### src/hw/rtl/tksi_pkg.sv
// Shared types, sizes and helpers for the top-k selection unit.
// No dependencies; every other file refers to this package by scoped names.
package tksi_pkg;

   localparam int MAX_TOP         = 8;
   localparam int MAX_CLASSES     = 1024;
   localparam int SCORE_W         = 16;
   localparam int INDEX_W         = $clog2(MAX_CLASSES);
   localparam int CLASS_INDEX_W   = 10;
   localparam int CNT_W           = $clog2(MAX_TOP + 1);
   localparam int CFG_W           = 4;
   localparam int TOP_COUNT_RESET = 5;

   typedef logic [SCORE_W-1:0]       score_type;
   typedef logic [INDEX_W-1:0]       index_type;
   typedef logic [CLASS_INDEX_W-1:0] class_index_type;
   typedef logic [CNT_W-1:0]         cnt_type;
   typedef logic [CFG_W-1:0]         cfg_type;

   typedef struct packed {
      score_type score;
      index_type index;
   } entry_type;

   // Map the raw register value onto a report length of 1..MAX_TOP.
   function automatic cnt_type clamp_top(cfg_type cfg);
      int c;
      c = int'(cfg);
      if (c < 1) begin
         c = 1;
      end else if (c > MAX_TOP) begin
         c = MAX_TOP;
      end
      return cnt_type'(c);
   endfunction

endpackage

### src/hw/rtl/tksi_stream_if.sv
// Valid/ready channels for the top-k selection unit: score requests and
// ranked responses. Depends on tksi_pkg for the payload types.
interface tksi_req_if;
   logic               valid;
   logic               ready;
   tksi_pkg::score_type score;
   logic               final_score;

   modport source (output valid, output score, output final_score, input ready);
   modport sink   (input valid, input score, input final_score, output ready);
endinterface

interface tksi_rsp_if;
   logic                     valid;
   logic                     ready;
   tksi_pkg::score_type      best_score;
   tksi_pkg::class_index_type class_index;
   logic                     run_end;

   modport source (output valid, output best_score, output class_index, output run_end,
                   input ready);
   modport sink   (input valid, input best_score, input class_index, input run_end,
                   output ready);
endinterface

### src/hw/rtl/tksi_insert.sv
// One-step sorted insert of a scored entry into the kept list.
// Depends on tksi_pkg; purely combinational.
module tksi_insert (
   input  tksi_pkg::entry_type kept_i [tksi_pkg::MAX_TOP],
   input  tksi_pkg::cnt_type   count_i,
   input  tksi_pkg::entry_type entry_i,
   output tksi_pkg::entry_type kept_o [tksi_pkg::MAX_TOP],
   output tksi_pkg::cnt_type   count_o
);

   // ge[i]: kept entry i is valid and ranks at or above the new one
   // (equal scores keep the earlier index first)
   logic [tksi_pkg::MAX_TOP-1:0] ge;

   always_comb begin
      for (int i = 0; i < tksi_pkg::MAX_TOP; i++) begin
         ge[i] = (tksi_pkg::cnt_type'(i) < count_i) && (kept_i[i].score >= entry_i.score);
      end
   end

   // keep above the slot, place at the slot, shift down below it
   always_comb begin
      kept_o[0] = ge[0] ? kept_i[0] : entry_i;
      for (int i = 1; i < tksi_pkg::MAX_TOP; i++) begin
         if (ge[i]) begin
            kept_o[i] = kept_i[i];
         end else if (ge[i-1]) begin
            kept_o[i] = entry_i;
         end else begin
            kept_o[i] = kept_i[i-1];
         end
      end
   end

   assign count_o = (count_i < tksi_pkg::cnt_type'(tksi_pkg::MAX_TOP))
                    ? count_i + tksi_pkg::cnt_type'(1) : count_i;

endmodule

### src/hw/rtl/top_k_select_with_index_unit.sv
// Top level of the streaming top-k selection unit.
// Depends on tksi_pkg, tksi_stream_if and tksi_insert.
//
// Scores stream in one per cycle on req_ch while req_ch.ready is high; each is
// numbered by its position in the vector (from 0, saturating at MAX_CLASSES-1)
// and placed into a sorted list of the MAX_TOP best in the same cycle by parallel
// compares against every kept entry (ties keep the earlier index first). The score
// flagged final_score closes the vector: the list, including that score, moves
// into a response buffer and the list clears, so the next vector can start on the
// very next cycle. The buffer then delivers min(top_count, scores seen) results on
// rsp_ch, one per cycle while rsp_ch.ready is high, best first, with run_end on the
// last. Non-final scores are taken every cycle regardless of the response side; a
// final score waits only while the buffer still holds results of the previous
// vector beyond the one leaving this cycle. top_count (csr_wdata, written with
// csr_we) is read as 1..MAX_TOP: zero means one, larger values mean MAX_TOP. It
// resets to 5; write it only while idle.
module top_k_select_with_index_unit (
   input  logic                  clock,
   input  logic                  reset,
   tksi_req_if.sink              req_ch,
   tksi_rsp_if.source            rsp_ch,
   input  logic                  csr_we,
   input  tksi_pkg::cfg_type     csr_wdata
);

   // configuration
   tksi_pkg::cfg_type top_count_ff;

   // kept list and stream position
   tksi_pkg::entry_type kept_ff  [tksi_pkg::MAX_TOP];
   tksi_pkg::entry_type kept_in  [tksi_pkg::MAX_TOP];
   tksi_pkg::cnt_type   count_ff;
   tksi_pkg::cnt_type   count_in;
   tksi_pkg::index_type position_ff;
   tksi_pkg::entry_type entry;

   // response buffer: entry 0 is the one on the port
   tksi_pkg::entry_type out_ff   [tksi_pkg::MAX_TOP];
   tksi_pkg::cnt_type   left_ff;
   tksi_pkg::cnt_type   report_n;

   logic req_xfer;
   logic rsp_xfer;
   logic out_free;
   logic close_vec;

   assign entry.score = req_ch.score;
   assign entry.index = position_ff;

   tksi_insert u_insert (
      .kept_i  (kept_ff),
      .count_i (count_ff),
      .entry_i (entry),
      .kept_o  (kept_in),
      .count_o (count_in)
   );

   // buffer can take a new vector when empty or when its last result leaves now
   assign rsp_xfer  = rsp_ch.valid && rsp_ch.ready;
   assign out_free  = (left_ff == '0)
                      || ((left_ff == tksi_pkg::cnt_type'(1)) && rsp_ch.ready);
   assign req_ch.ready = !req_ch.final_score || out_free;
   assign req_xfer  = req_ch.valid && req_ch.ready;
   assign close_vec = req_xfer && req_ch.final_score;

   // report length: clamped register value, limited by what was kept
   always_comb begin
      report_n = tksi_pkg::clamp_top(top_count_ff);
      if (count_in < report_n) begin
         report_n = count_in;
      end
   end

   // register write
   always_ff @(posedge clock) begin
      if (reset) begin
         top_count_ff <= tksi_pkg::cfg_type'(tksi_pkg::TOP_COUNT_RESET);
      end else if (csr_we) begin
         top_count_ff <= csr_wdata;
      end
   end

   // kept list: insert on every non-final transfer, clear after the final score
   always_ff @(posedge clock) begin
      if (reset) begin
         count_ff    <= '0;
         position_ff <= '0;
      end else if (req_xfer) begin
         if (req_ch.final_score) begin
            count_ff    <= '0;
            position_ff <= '0;
         end else begin
            count_ff <= count_in;
            if (position_ff != tksi_pkg::index_type'(tksi_pkg::MAX_CLASSES - 1)) begin
               position_ff <= position_ff + tksi_pkg::index_type'(1);
            end
         end
      end
   end

   always_ff @(posedge clock) begin
      if (req_xfer && !req_ch.final_score) begin
         kept_ff <= kept_in;
      end
   end

   // response buffer: load on vector close, advance on each transfer
   always_ff @(posedge clock) begin
      if (reset) begin
         left_ff <= '0;
      end else if (close_vec) begin
         left_ff <= report_n;
      end else if (rsp_xfer) begin
         left_ff <= left_ff - tksi_pkg::cnt_type'(1);
      end
   end

   always_ff @(posedge clock) begin
      if (close_vec) begin
         out_ff <= kept_in;
      end else if (rsp_xfer) begin
         for (int i = 0; i < tksi_pkg::MAX_TOP - 1; i++) begin
            out_ff[i] <= out_ff[i+1];
         end
      end
   end

   assign rsp_ch.valid       = (left_ff != '0);
   assign rsp_ch.best_score  = out_ff[0].score;
   assign rsp_ch.class_index = tksi_pkg::class_index_type'(out_ff[0].index);
   assign rsp_ch.run_end     = (left_ff == tksi_pkg::cnt_type'(1));

endmodule

### src/flat_wrapper.sv
// flat-port wrapper written by rule: the top's interface ports become plain ports
module top_k_select_with_index_unit_flat 
  (clock, reset, csr_we, csr_wdata, req_ch_valid, req_ch_score, req_ch_final_score, req_ch_ready, rsp_ch_valid, rsp_ch_best_score, rsp_ch_class_index, rsp_ch_run_end, rsp_ch_ready);
  tksi_req_if req_ch_i ();
  tksi_rsp_if rsp_ch_i ();
  input  logic clock;
  input  logic reset;
  input  logic csr_we;
  input  tksi_pkg::cfg_type csr_wdata;
  input wire logic [$bits(req_ch_i.valid)-1:0] req_ch_valid;
  input wire logic [$bits(req_ch_i.score)-1:0] req_ch_score;
  input wire logic [$bits(req_ch_i.final_score)-1:0] req_ch_final_score;
  output wire logic [$bits(req_ch_i.ready)-1:0] req_ch_ready;
  output wire logic [$bits(rsp_ch_i.valid)-1:0] rsp_ch_valid;
  output wire logic [$bits(rsp_ch_i.best_score)-1:0] rsp_ch_best_score;
  output wire logic [$bits(rsp_ch_i.class_index)-1:0] rsp_ch_class_index;
  output wire logic [$bits(rsp_ch_i.run_end)-1:0] rsp_ch_run_end;
  input wire logic [$bits(rsp_ch_i.ready)-1:0] rsp_ch_ready;
  assign req_ch_i.valid = req_ch_valid;
  assign req_ch_i.score = req_ch_score;
  assign req_ch_i.final_score = req_ch_final_score;
  assign req_ch_ready = req_ch_i.ready;
  assign rsp_ch_valid = rsp_ch_i.valid;
  assign rsp_ch_best_score = rsp_ch_i.best_score;
  assign rsp_ch_class_index = rsp_ch_i.class_index;
  assign rsp_ch_run_end = rsp_ch_i.run_end;
  assign rsp_ch_i.ready = rsp_ch_ready;
  top_k_select_with_index_unit u_core (.clock(clock), .reset(reset), .req_ch(req_ch_i), .rsp_ch(rsp_ch_i), .csr_we(csr_we), .csr_wdata(csr_wdata));
endmodule
### config.mk
export PLATFORM = sky130hd
export DESIGN_NAME = top_k_select_with_index_unit_flat
export DESIGN_NICKNAME = d
export VERILOG_FILES = /design/src/hw/rtl/tksi_pkg.sv /design/src/hw/rtl/tksi_stream_if.sv /design/src/hw/rtl/tksi_insert.sv /design/src/hw/rtl/top_k_select_with_index_unit.sv /design/src/flat_wrapper.sv
export SDC_FILE = /design/constraint.sdc
export NUM_CORES = 1
export LEC_CHECK = 0
export ABC_AREA = 1
export BUFFER_PORTS_ARGS = -buffer_cell sky130_fd_sc_hd__buf_2
export CAP_MARGIN = 40
export CORE_MARGIN = 8
export CORE_UTILIZATION = 45
export DETAILED_ROUTE_END_ITERATION = 8
export GPL_TIMING_DRIVEN = 1
export HOLD_SLACK_MARGIN = 0.03
export PLACE_DENSITY = 0.72
export SLEW_MARGIN = 10
export SYNTH_ARGS = -nofsm -noshare
export SYNTH_HDL_FRONTEND = slang
export SYNTH_HIERARCHICAL = 1
export SYNTH_SLANG_ARGS = --single-unit
export TNS_END_PERCENT = 30
### constraint.sdc
create_clock -name clock -period 9.8 [get_ports clock]
set_clock_uncertainty 0.15 [all_clocks]
set_input_delay 0.98 -clock clock [delete_from_list [all_inputs] [get_ports clock]]
set_output_delay 0.98 -clock clock [all_outputs]
set_load 0.01 [all_outputs]
== Word-level counts from Yosys, hierarchy flattened ==
Index checks and enable logic that the tools add are counted.

* Muxes and demuxes: 26
* $lt $le $gt $ge: 20
* Reduce and logical (&&, ||, !) cells: 21
* Equal/unequal tests: 2
* Add/sub/neg operators: 3

{| class="wikitable"
|+ Operator list
! operator !! count
|-
| 26-bit 2-to-1 mux || 15
|-
| 182-bit 2-to-1 mux || 2
|-
| 16-bit >= comparator || 8
|-
| 4-bit 2-to-1 mux || 7
|-
| 10-bit 2-to-1 mux || 2
|-
| 3-bit by 4-bit less-than comparator with 1-bit output (first input constant) || 4
|-
| 1-bit logical AND || 13
|-
| 10-bit by 1-bit adder with 10-bit output (second input constant) || 1
|-
| 10-bit != test (second input constant) || 1
|-
| 1-bit by 4-bit less-than comparator with 1-bit output (first input constant) || 2
|-
| 2-bit by 4-bit less-than comparator with 1-bit output (first input constant) || 2
|-
| 4-bit by 1-bit adder with 4-bit output (second input constant) || 1
|-
| 4-bit by 1-bit equality test with 1-bit output (second input constant) || 1
|-
| 4-bit greater-than comparator (second input constant) || 1
|-
| 4-bit logical NOT || 1
|-
| 4-bit by 1-bit less-than comparator with 1-bit output (second input constant) || 1
|-
| 4-bit less-than comparator || 1
|-
| 4-bit less-than comparator (second input constant) || 1
|-
| 2-bit nonzero test || 2
|-
| 4-bit nonzero test || 1
|-
| 4-bit by 1-bit subtractor with 4-bit output (second input constant) || 1
|-
| 1-bit logical OR || 2
|-
| 2-bit AND reduction || 1
|-
| 1-bit logical NOT || 1
|}

* Logic and storage cells: 108
* Flip-flop bits (word level): 438

== Logic depth before layout (Yosys ltp) ==
* Depth in word-level cells: 7
* Mapped depth: 18
* Depth with buffers taken out: 17

== By module ==
The synthesis kept the hierarchy.

{| class="wikitable"
|+ By module, submodules not included
! module !! cells each !! sequential area each (µm²) !! times used !! area an instance (µm²)
|-
| top_k_select_with_index_unit || 1,208 || 12,932.4 || 1 || 16,248.1
|-
| tksi_insert || 1,705 || 0.0 || 1 || 8,672.1
|}

== Worst setup path before layout ==
Ideal clock, no wire load.

* Kind: input to register
* Start: input port req_ch_valid
* End: register u_core/kept_ff[0] (netlist bit) (enable)
* Data arrival time: 9.828 ns
* Setup time: 0.791 ns
* Setup slack: -0.969 ns
* Cell stages on the path: 2
* Cells stage by stage: inv_1 -> nor2_1

* Word-level cells in the longest chain between the ends: 2

{| class="wikitable"
|+ RTL lines
! element !! line !! source
|-
| from (decl) || flat_wrapper.sv:10 || <nowiki>input wire logic [$bits(req_ch_i.valid)-1:0] req_ch_valid;</nowiki>
|-
| 1-bit logical AND || top_k_select_with_index_unit.sv:63 || <nowiki>assign req_xfer = req_ch.valid && req_ch.ready;</nowiki>
|-
| 1-bit logical AND || top_k_select_with_index_unit.sv:102 || <nowiki>if (req_xfer && !req_ch.final_score) begin</nowiki>
|-
| to (signal assigned) || top_k_select_with_index_unit.sv:103 || <nowiki>kept_ff <= kept_in;</nowiki>
|-
| to (decl) || top_k_select_with_index_unit.sv:30 || <nowiki>tksi_pkg::entry_type kept_ff [tksi_pkg::MAX_TOP];</nowiki>
|}

Every way passes these cells.
A chain may end at the register's enable or synchronous reset.

==> flow_metrics.env <==
export IMPL_area_growth_pct=6.79
export IMPL_fin_crit_sh=0.436
export IMPL_netlist_top_cells_count="nand2_1 (1262), edfxtp_1 (416), nand3_1 (395)"
export IMPL_syn_area_per_cell_um2=8.55
export IMPL_cts_root_buf="clkbuf_16"
export IMPL_power_switching_w=0.00184
export IMPL_drt_first_pass_iters=5
export IMPL_syn_instance_count=2913
export IMPL_cts_sinks=438
export IMPL_swShare=0.306
export IMPL_die_w_um=251
export IMPL_gp_congestion=0.806
export IMPL_drive_gt1_frac=0.0628
export IMPL_seq_area_um2=12900
export IMPL_r2r_slack_ps=6170
export IMPL_placed_area_um2=25100
export IMPL_leakage_nw=12.4
export IMPL_io_buffers=54
export IMPL_synth_seq_cells=438
export IMPL_core_rowCount=86
export IMPL_grt_pass1_vias=17984
export IMPL_via_count=18638
export IMPL_clk_pin_slew_ps=60
export IMPL_p_per_area_nw_per_um2=225
export IMPL_fin_area_um2=26600
export IMPL_drc=0
export IMPL_cp_required_ps=10100
export IMPL_vdd_drop_max_mv=0.319
export IMPL_cp_start_kind="input pin"
export IMPL_drt_iter0_markers=1607
export IMPL_cp_end_kind="register"
export IMPL_max_clock_freq_mhz=234
export IMPL_yosysSeqAreaShare=0.519
export IMPL_finalWorstSetupSlack_ps=5520
export IMPL_p_comb_frac=0.223
export IMPL_vias_per_cell=5.15
export IMPL_ios=55
export IMPL_place_ws_ps=4990
export IMPL_status="finished, final reports clean"
export IMPL_setup_tns_ps=0
export IMPL_placeableCoreArea_um2=54900
export IMPL_synthArstFlopShare=0
export IMPL_min_period_ps=4280
export IMPL_synth_flop_cell="edfxtp_1"
export IMPL_holdCritPathClass="reg -> reg"
export IMPL_gr_total_overflow=0
export IMPL_antenna_found_initial=0
export IMPL_synth_top_cell_area_share=0.501
export IMPL_post_synth_top_count_cell="nand2_1"
export IMPL_hold_viol=0
export IMPL_synth_enable_flop_cells=416
export IMPL_post_cts_resized=0
export IMPL_multi_input_area_um2=9820
export IMPL_start_util=0.454
export IMPL_startpoint="req_ch_score[14]"
export IMPL_hpwl_um=35800
export IMPL_fillCellCount=5053
export IMPL_wl_per_cell_um=15.7
export IMPL_totalWireLength_um=56700
export IMPL_grt_pass1_wl_um=93600
export IMPL_final_setup_viol_count=0
export IMPL_worst_slew_pin_slew_ps=977
export IMPL_grt_usage=0.178
export IMPL_tritoncts="yes"
export IMPL_critPathMaxFanout=53
export IMPL_cts_buffer_depth=3
export IMPL_nets=3038
export IMPL_grt_max_degree=157
export IMPL_internal_power_w=0.00416
export IMPL_dieArea_um2=63200
export IMPL_netlist_area_um2=24900
export IMPL_synth_top_area_cell="edfxtp_1"
export IMPL_crit_type="in -> reg"
export IMPL_cts_setup_buffers=0
export IMPL_cts_buffers=46
export IMPL_die_y_um=251
export IMPL_htreeDepth=2
export IMPL_cp_arrival_ps=4580
export IMPL_ant_nets=0
export IMPL_ys_types=39
export IMPL_r2r_start="u_core/left_ff[0]"
export IMPL_seqPwrFrac=0.488
export IMPL_yosysWarnings=6
export IMPL_hold_buffers=0
export IMPL_slew_headroom=0.349
export IMPL_min_from="u_core/count_ff[1]"
export IMPL_post_route_util=0.485
export IMPL_syn_nets=3075
export IMPL_rsz0062_at_grt="false"
export IMPL_drv_cap=0
export IMPL_clock_power_share=0.289
export IMPL_slew_violations=0
export IMPL_antennaDiodeCount=0
export IMPL_synth_area_top_cells="edfxtp_1 (50%), nand2_1 (19%), nand3_1 (7.9%)"
export IMPL_clock_latency_ps=580
state kept, by name (all words and copies together), names as in the netlist:
| name | flops |
|---|---|
| u_core/count_ff | 4 |
| u_core/position_ff | 10 |
| u_core/kept_ff | 208 |
| u_core/top_count_ff | 4 |
| u_core/left_ff | 4 |
| u_core/out_ff | 182 |
| u_core/rsp_ch.class_index | 10 |
| u_core/rsp_ch.best_score | 16 |
final timing paths:
path / end / cells past startpoint
worst max-delay path: u_core/out_ff[168] / 13
worst min-delay path: u_core/count_ff[1] / 2
worst max register to register: u_core/out_ff[10] / 7
worst min register to register: u_core/count_ff[1] / 2
through the flow:
step                hold slack (ps)  cells  total power, W
floorplan                       302   2913         0.00407
global placement                321   3531         0.00427
detailed placement              327   3532         0.00432
CTS                             337   3618         0.00605
global route                    358   3618         0.00633
finish                          339   3618         0.00600
layer usage:
layer  global-route usage  routed length (um)
met4               0.0509                1230
met2                0.298               26400
met5                    0                   0
met1                0.236               25700
met3               0.0289                3450
cell usage in the layout (no fill, tap or decap), types with 11 or more instances in the layout:
master     count
nand3_1      395
a21oi_1       68
clkbuf_1      11
clkbuf_16     49
nor3_1        13
dfxtp_1       22
inv_1        259
o21ai_1       22
edfxtp_1     416
clkinv_1      22
nor2_1        37
nand2_4       13
nand2_1     1261
o21ai_0       33
clkinv_2      11
ha_1         136
buf_2         54
kinds of logic after synthesis:
kind of cell / Yosys count / share of synthesized area
AND/OR/NAND/NOR: 1749 / 0.292
buffers and inverters: 440 / 0.0878
flip-flops: 438 / 0.519
AO/OA/AOI/OAI: 146 / 0.0317
adder cells (fa/ha/maj): 136 / 0.0683
XOR/XNOR: 4 / 0.00141
cell type report:
type,count,share of cell area
Clock inverter,23,0.00625
Inverter,290,0.0417
Tap cell,704,0.0331
Timing Repair Buffer,65,0.0147
Multi-Input combinational cell,2035,0.369
Sequential cell,438,0.486
Clock buffer,63,0.0492
critical path: stages:
cell and delay, ps:
buf_2 90, clkinv_1 490, ha_1 540, nand4_1 120, nor3_1 360, nand3_1 150, nand2_2 430, nand2_4 510
inv_4 440, nand2_1 140, nand2_1 120, nand2_1 70, nand2_1 100
power groups by stage:
stage / logic [W] / registers [W] / clock network [W]
floorplan: 0.00105 / 0.00301 / 0
global placement: 0.00132 / 0.00296 / 0
detailed placement: 0.00135 / 0.00297 / 0
CTS: 0.00135 / 0.00293 / 0.00177
global route: 0.00152 / 0.00298 / 0.00183
finish: 0.00134 / 0.00293 / 0.00173
Power figures use the tool's default switching activity.
